$ cat src/hw/rtl/eaq_pkg.sv
package eaq_pkg;

  localparam int AngW = 16;
  localparam int QW = 16;
  localparam int CW = 34;
  localparam int ZW = 33;
  localparam int RemW = 14;

  localparam logic signed [17:0] AngFull = 18'sd46080;
  localparam logic [RemW-1:0] AngQuarter = 14'd11520;
  localparam logic [27:0] RadPerUnitQ40 = 28'd149922641;
  localparam logic signed [CW-1:0] GainQ30 = 34'sd652032874;
  localparam logic signed [QW-1:0] QOne = 16'sd16384;

  typedef logic [1:0] quad_t;

  typedef struct packed {
    logic signed [CW-1:0] c;
    logic signed [CW-1:0] s;
  } cs_t;

  function automatic logic signed [ZW-1:0] atan_q30(input int i);
    logic [31:0] t;
    case (i)
      0: t = 32'h3243F6A8; 1: t = 32'h1DAC6705; 2: t = 32'h0FADBAFC;
      3: t = 32'h07F56EA6; 4: t = 32'h03FEAB76; 5: t = 32'h01FFD55B;
      6: t = 32'h00FFFAAA; 7: t = 32'h007FFF55; 8: t = 32'h003FFFEA;
      9: t = 32'h001FFFFD; 10: t = 32'h000FFFFF; 11: t = 32'h0007FFFF;
      12: t = 32'h0003FFFF; 13: t = 32'h0001FFFF; 14: t = 32'h0000FFFF;
      15: t = 32'h00007FFF; 16: t = 32'h00003FFF; 17: t = 32'h00001FFF;
      18: t = 32'h00000FFF; 19: t = 32'h000007FF; 20: t = 32'h000003FF;
      21: t = 32'h000001FF; 22: t = 32'h000000FF; default: t = 32'h0000007F;
    endcase
    return $signed({1'b0, t});
  endfunction

endpackage

$ cat src/hw/rtl/eaq_sincos.sv
module eaq_sincos #(
  parameter int CORDIC_STAGES = 16
) (
  input  logic                         clk,
  input  logic                         en,
  input  logic signed [eaq_pkg::AngW-1:0] ang,
  output eaq_pkg::cs_t                 cs
);
  import eaq_pkg::*;

  // Stage 0: reduce the half angle modulo 360 degrees, split off quadrant.
  logic signed [17:0] a_mod;
  logic [16:0] a_pos;
  quad_t quad_nxt;
  logic [RemW-1:0] rem_nxt;
  quad_t q0_r;
  logic [RemW-1:0] rem_r;

  always_comb begin
    a_mod = {{2{ang[AngW-1]}}, ang};
    if (a_mod >= AngFull) begin
      a_mod = a_mod - AngFull;
    end else if (a_mod < 0) begin
      a_mod = a_mod + AngFull;
    end
    a_pos = a_mod[16:0];
    quad_nxt = 2'd0;
    rem_nxt = a_pos[RemW-1:0];
    if (a_pos >= 17'd34560) begin
      quad_nxt = 2'd3;
      rem_nxt = RemW'(a_pos - 17'd34560);
    end else if (a_pos >= 17'd23040) begin
      quad_nxt = 2'd2;
      rem_nxt = RemW'(a_pos - 17'd23040);
    end else if (a_pos >= 17'(AngQuarter)) begin
      quad_nxt = 2'd1;
      rem_nxt = RemW'(a_pos - 17'(AngQuarter));
    end
  end

  always_ff @(posedge clk) begin
    if (en) begin
      q0_r <= quad_nxt;
      rem_r <= rem_nxt;
    end
  end

  // CORDIC rotation pipeline, one stage per iteration.
  logic signed [CW-1:0] x_r [CORDIC_STAGES+1];
  logic signed [CW-1:0] y_r [CORDIC_STAGES+1];
  logic signed [ZW-1:0] z_r [CORDIC_STAGES+1];
  quad_t q_r [CORDIC_STAGES+1];

  // Stage 1: remainder to radians Q30, which also loads the CORDIC start vector.
  logic [41:0] prod;
  assign prod = 42'(rem_r) * 42'(RadPerUnitQ40) + 42'd512;
  always_ff @(posedge clk) begin
    if (en) begin
      x_r[0] <= GainQ30;
      y_r[0] <= '0;
      z_r[0] <= $signed({1'b0, prod[41:10]});
      q_r[0] <= q0_r;
    end
  end

  for (genvar i = 0; i < CORDIC_STAGES; i++) begin : g_stage
    localparam int Sh = (i < 24) ? i : 23;
    always_ff @(posedge clk) begin
      if (en) begin
        q_r[i+1] <= q_r[i];
        if (i >= 24) begin
          x_r[i+1] <= x_r[i];
          y_r[i+1] <= y_r[i];
          z_r[i+1] <= z_r[i];
        end else if (z_r[i] >= 0) begin
          x_r[i+1] <= x_r[i] - (y_r[i] >>> Sh);
          y_r[i+1] <= y_r[i] + (x_r[i] >>> Sh);
          z_r[i+1] <= z_r[i] - atan_q30(Sh);
        end else begin
          x_r[i+1] <= x_r[i] + (y_r[i] >>> Sh);
          y_r[i+1] <= y_r[i] - (x_r[i] >>> Sh);
          z_r[i+1] <= z_r[i] + atan_q30(Sh);
        end
      end
    end
  end

  // Quadrant folding.
  logic signed [CW-1:0] xf, yf;
  assign xf = x_r[CORDIC_STAGES];
  assign yf = y_r[CORDIC_STAGES];
  always_ff @(posedge clk) begin
    if (en) begin
      case (q_r[CORDIC_STAGES])
        2'd0: begin cs.c <= xf;  cs.s <= yf;  end
        2'd1: begin cs.c <= -yf; cs.s <= xf;  end
        2'd2: begin cs.c <= -xf; cs.s <= -yf; end
        default: begin cs.c <= yf; cs.s <= -xf; end
      endcase
    end
  end

endmodule

$ cat config.mk
export PLATFORM = sky130hd
export DESIGN_NAME = eaq_sincos
export DESIGN_NICKNAME = d
export VERILOG_FILES = /design/src/hw/rtl/eaq_pkg.sv /design/src/hw/rtl/eaq_sincos.sv
export SDC_FILE = /design/constraint.sdc
export NUM_CORES = 2
export LEC_CHECK = 0
export BUFFER_PORTS_ARGS = -buffer_cell sky130_fd_sc_hd__buf_2
export CAP_MARGIN = 40
export CORE_MARGIN = 8
export CORE_UTILIZATION = 56
export DETAILED_ROUTE_END_ITERATION = 7
export HOLD_SLACK_MARGIN = 0.03
export PLACE_DENSITY_LB_ADDON = 0.3
export REMOVE_ABC_BUFFERS = 1
export SLEW_MARGIN = 20
export SYNTH_ARGS = -nofsm -noshare
export SYNTH_HDL_FRONTEND = slang
export SYNTH_SLANG_ARGS = --single-unit
$ cat constraint.sdc
create_clock -name clk -period 13.4 [get_ports clk]
set_input_delay 1.34 -clock clk [delete_from_list [all_inputs] [get_ports clk]]
set_output_delay 1.34 -clock clk [all_outputs]
set_load 0.05 [all_outputs]
# --- After elaboration in Yosys (flattened, before gate mapping) ---
# Memory sizes are Yosys's and may differ from the RTL's.
# Cells that the tools add are included.
op_classes:
  add_sub_neg: 103
  n_reduce_logical: 2
  multipliers: 1
  magnitude_cmp: 21
  bitwise: 48
  n_eq_ne: 2
  mux: 154
op_table:
  columns: ["cell", "count"]
  rows:
  - ["two-way mux 34 bit", 32]
  - ["greater-or-equal comparator 33 x 1 -> 1 bit, second input constant", 16]
  - ["two-way mux 33 bit", 16]
  - ["one-hot mux 68 bit (3 select lines)", 1]
  - ["two-way mux 1 bit", 100]
  - ["adder 34 x 19 -> 34 bit", 2]
  - ["adder 34 x 20 -> 34 bit", 2]
  - ["adder 34 x 21 -> 34 bit", 2]
  - ["adder 34 x 22 -> 34 bit", 2]
  - ["adder 34 x 23 -> 34 bit", 2]
  - ["adder 34 x 24 -> 34 bit", 2]
  - ["adder 34 x 25 -> 34 bit", 2]
  - ["adder 34 x 26 -> 34 bit", 2]
  - ["adder 34 x 27 -> 34 bit", 2]
  - ["adder 34 x 28 -> 34 bit", 2]
  - ["adder 34 x 29 -> 34 bit", 2]
  - ["adder 34 x 30 -> 34 bit", 2]
  - ["adder 34 x 31 -> 34 bit", 2]
  - ["adder 34 x 32 -> 34 bit", 2]
  - ["adder 34 x 33 -> 34 bit", 2]
  - ["negator 34 bit", 2]
  - ["subtractor 34 x 19 -> 34 bit", 2]
  - ["subtractor 34 x 20 -> 34 bit", 2]
  - ["subtractor 34 x 21 -> 34 bit", 2]
  - ["65 further kinds", 128]
word_totals:
  mem_bits_rw: 1751
  ff_bits: 84
  n_memories: 4
  word_cells: 340
mem_list:
  columns: ["memory", "words", "width", "read_ports", "rd_ports_with_merged_regs", "wr", "line", "source"]
  rows:
  - ["x_r", 17, 34, 17, 0, 17, "eaq_sincos.sv:49", "logic signed [CW-1:0] x_r [CORDIC_STAGES+1];"]
  - ["y_r", 17, 34, 17, 0, 17, "eaq_sincos.sv:50", "logic signed [CW-1:0] y_r [CORDIC_STAGES+1];"]
  - ["z_r", 17, 33, 16, 0, 17, "eaq_sincos.sv:51", "logic signed [ZW-1:0] z_r [CORDIC_STAGES+1];"]
  - ["q_r", 17, 2, 17, 0, 17, "eaq_sincos.sv:52", "quad_t q_r [CORDIC_STAGES+1];"]

# --- Depth between registers and ports, before layout ---
logic_depth:
  depth_word: 7
  mapped_depth: 24
  depth_no_buf: 24

# --- Worst setup path before layout ---
# No wires, ideal clock.
synth_timing:
  path_kind: "register to register"
  startpoint: "register rem_r[8]"
  endpoint: "memory z_r[0][31], data pin"
  arrival_ps: 5798
  synth_period_minus_slack_ps: 6055
  setup_time_ps: 258
  n_path_buf: 0
  slack_ps: 7345
  required_time_ps: 13142
  stages_incl_launch_ff: 22
  path_cell_list: "edfxtp_1 fa_1 inv_1 fa_1 inv_1 fa_1 fa_1 inv_1 fa_1 inv_1 ha_1 ha_1 a21o_1 a21o_1 a211o_1 a21oi_1 o32ai_1 o41a_1 a22o_1 o21a_1 nor2_1 xnor2_1"
synth_rtl:
  columns: ["item", "line", "source"]
  rows:
  - ["from (decl)", "eaq_sincos.sv:17", "logic [RemW-1:0] rem_r;"]
  - ["from (signal assigned)", "eaq_sincos.sv:44", "rem_r <= rem_nxt;"]
  - ["to (decl)", "eaq_sincos.sv:51", null]

==> impl_metrics.env <==
export IMPL_synth_flop_cell="edfxtp_1"
export IMPL_finClkSkew_ns=0.0626
export IMPL_synth_common_cells="edfxtp_1 (1565), ha_1 (1493), a21oi_1 (1379)"
export IMPL_min_path_type="register to register"
export IMPL_num_vias=101000
export IMPL_dpl_worst_slack_ns=5.92
export IMPL_crit_fanout=8
export IMPL_worst_ep_arrival_time_ns=7.33
export IMPL_min_period_ns=6.73
export IMPL_netlist_cell_type_count=94
export IMPL_grt_pass1_vias=97300
export IMPL_synth_edff_count=1565
export IMPL_drt_wl_total_mm=316
export IMPL_crit_type="register to register"
export IMPL_drc=0
export IMPL_multi_input_area_sq_um=81500
export IMPL_die_height_um=501
export IMPL_place_congestion=0.955
export IMPL_nFillCells=19900
export IMPL_cts_tree="done"
export IMPL_yosysWarnings=0
export IMPL_netlist_area_sq_um=132000
export IMPL_viasPerCell=5.95
export IMPL_grt_util_all_layers_pct=24.3
export IMPL_grt_pass1_wl_mm=505
export IMPL_finalSetupViolCount=0
export IMPL_worstPathRequired_ns=14.00
export IMPL_clock_latency_ns=0.86
export IMPL_layoutNonFillerInstCount=17000
export IMPL_drt_pass1_iterations=6
export IMPL_async_flop_share_pct=0
export IMPL_ctsResizeCount=0
export IMPL_synth_most_common_cell="edfxtp_1"
export IMPL_synth_area_leader_cell="edfxtp_1"
export IMPL_cap_violations=0
export IMPL_grt_max_degree=176
export IMPL_syn_inst=13600
export IMPL_place_hpwl_mm=249
export IMPL_fin_setup_tns_ns=0
export IMPL_fin_ws_ns=6.67
export IMPL_tightest_slew_ns=0.961
export IMPL_wire_per_inst_um=18.6
export IMPL_postCtsSetupBuffers=0
export IMPL_cp_start_kind="register"
export IMPL_layout_nets=15400
export IMPL_slew_headroom_pct=35.9
export IMPL_slew_violations=0
export IMPL_numClockSinks=1565
export IMPL_timing_final_crit_share_pct=50.2
export IMPL_rsz0062_at_grt="no"
export IMPL_cts_root_buf="clkbuf_16"
export IMPL_end_kind="register"
export IMPL_die_area_sq_um=251000
export IMPL_grt_overflow=0
export IMPL_synth_seq_area_share_pct=35.6
export IMPL_status="complete, no violations"
export IMPL_timing_fmax_mhz=149
export IMPL_port_buffers=85
export IMPL_fp_row_count=178
export IMPL_drive_gt1_share_pct=4.48
export IMPL_ff_latch_area_sq_um=47000
export IMPL_finalHoldViolCount=0
export IMPL_htreeDepth=4
export IMPL_clk_pin_slew_ns=0.07
export IMPL_antenna_found_initial=6
export IMPL_ys_ff_latch=1565
export IMPL_cts_buffers_inserted=179
export IMPL_hold_buffers=0
export IMPL_core_area_sq_um=235000
export IMPL_ios=86
export IMPL_antenna_left=0
export IMPL_syn_area_per_cell_sq_um=9.71
export IMPL_ys_top_cells_by_area="edfxtp_1 (36%), ha_1 (14%), xnor2_1 (8.4%)"
export IMPL_initial_core_util_pct=56.2
export IMPL_max_clock_path_buffers=3
export IMPL_syn2layout_area_growth_pct=7.92
export IMPL_place_inst=16700
export IMPL_die_w_um=501
export IMPL_yosysTopAreaCellShare_pct=35.6
export IMPL_drtIter0Drc=6878
export IMPL_hold_ws_ns=0.384
## logic make-up after synthesis
| logic type | synth area share [%] |
|---|---|
| AOI/OAI and AO/OA | 19.3 |
| xor gates and xnor gates | 12.6 |
| adders and majority gates | 16.6 |
| muxes | 0.946 |
| buffers and inverters | 2.60 |
| and+or+nand+nor | 12.4 |
| other | 0.00284 |
| DFF | 35.6 |
## critical path, cell delays in order (launching register included)
cell and delay [ns]:
edfxtp_1 0.63, inv_1 0.14, fa_1 0.57, fa_1 0.57
inv_1 0.05, fa_1 0.51, fa_1 0.44, fa_1 0.54
inv_1 0.05, fa_1 0.49, inv_1 0.04, ha_1 0.35
a21oi_1 0.23, a21oi_1 0.09, o21a_1 0.20, o221ai_1 0.22
a21oi_1 0.18, a41o_1 0.28, o21ai_0 0.21, nand2b_1 0.19
a2111oi_0 0.43, nor2_1 0.07
## worst paths after layout
check	start	to	slack [ns]	depth (start not counted)
min	q_r[15][1]	q_r[16][1]	0.38	0
max reg2reg	rem_r[3]	z_r[0][29]	6.67	21
min reg2reg	q_r[15][1]	q_r[16][1]	0.38	0
max	rem_r[3]	z_r[0][29]	6.67	21
## stage by stage
stage	instance area [sq um]	util, %
after floorplan	131000	-
after global placement	136000	57.9
after detailed placement	136000	58.0
after CTS	142000	60.6
after global routing	142000	60.6
final	142000	60.7
## routing by layer
metal  share of wire (%)  vias up  wire [um]  global-route usage (%)
li1                    -    50400          -                       -
met1                  42    47700     133000                    29.9
met2                  50     2424     157000                    43.9
met3                 4.6      613      14700                    2.91
met4                 3.5        4      11100                    8.26
met5              0.0073        -         23                       0
## area by class of cell
type	count	share of cell area [%]
well taps	3150	2.77
diodes	5	0.00879
multi-input cells	11100	57.3
flip-flops and latches	1565	33.0
clock buffers	209	3.27
repair buffers	163	0.833
inverters	681	1.80
clock inverters	125	1.06
## placed cells by master, fill, tap and decap left out, types with 104 or more instances in the layout
cell type  count
o31ai_1      129
a31oi_1      120
xor2_1       633
a21oi_1     1379
a211oi_1     115
fa_1         158
nand4_1      104
nor2_1      1045
ha_1        1493
nand2_1      768
a21o_1       657
xnor2_1     1262
or3_1        111
nand2b_1     217
nor3_1       339
o21a_1       200
o21ai_0      753
nand3_1      231
edfxtp_1    1565
o21bai_1     187
nor2b_1      158
and3_1       120
clkbuf_16    182
inv_1        669
## state kept, by name, indices dropped and copies added (netlist names)
signal,flops
z_r,495
y_r,477
x_r,475
cs,68
q_r,34
rem_r,14
q0_r,2
Power is left out: the tool's default activity adds up to more than one toggle a clock period on the data nets, which glitch-free logic cannot reach.
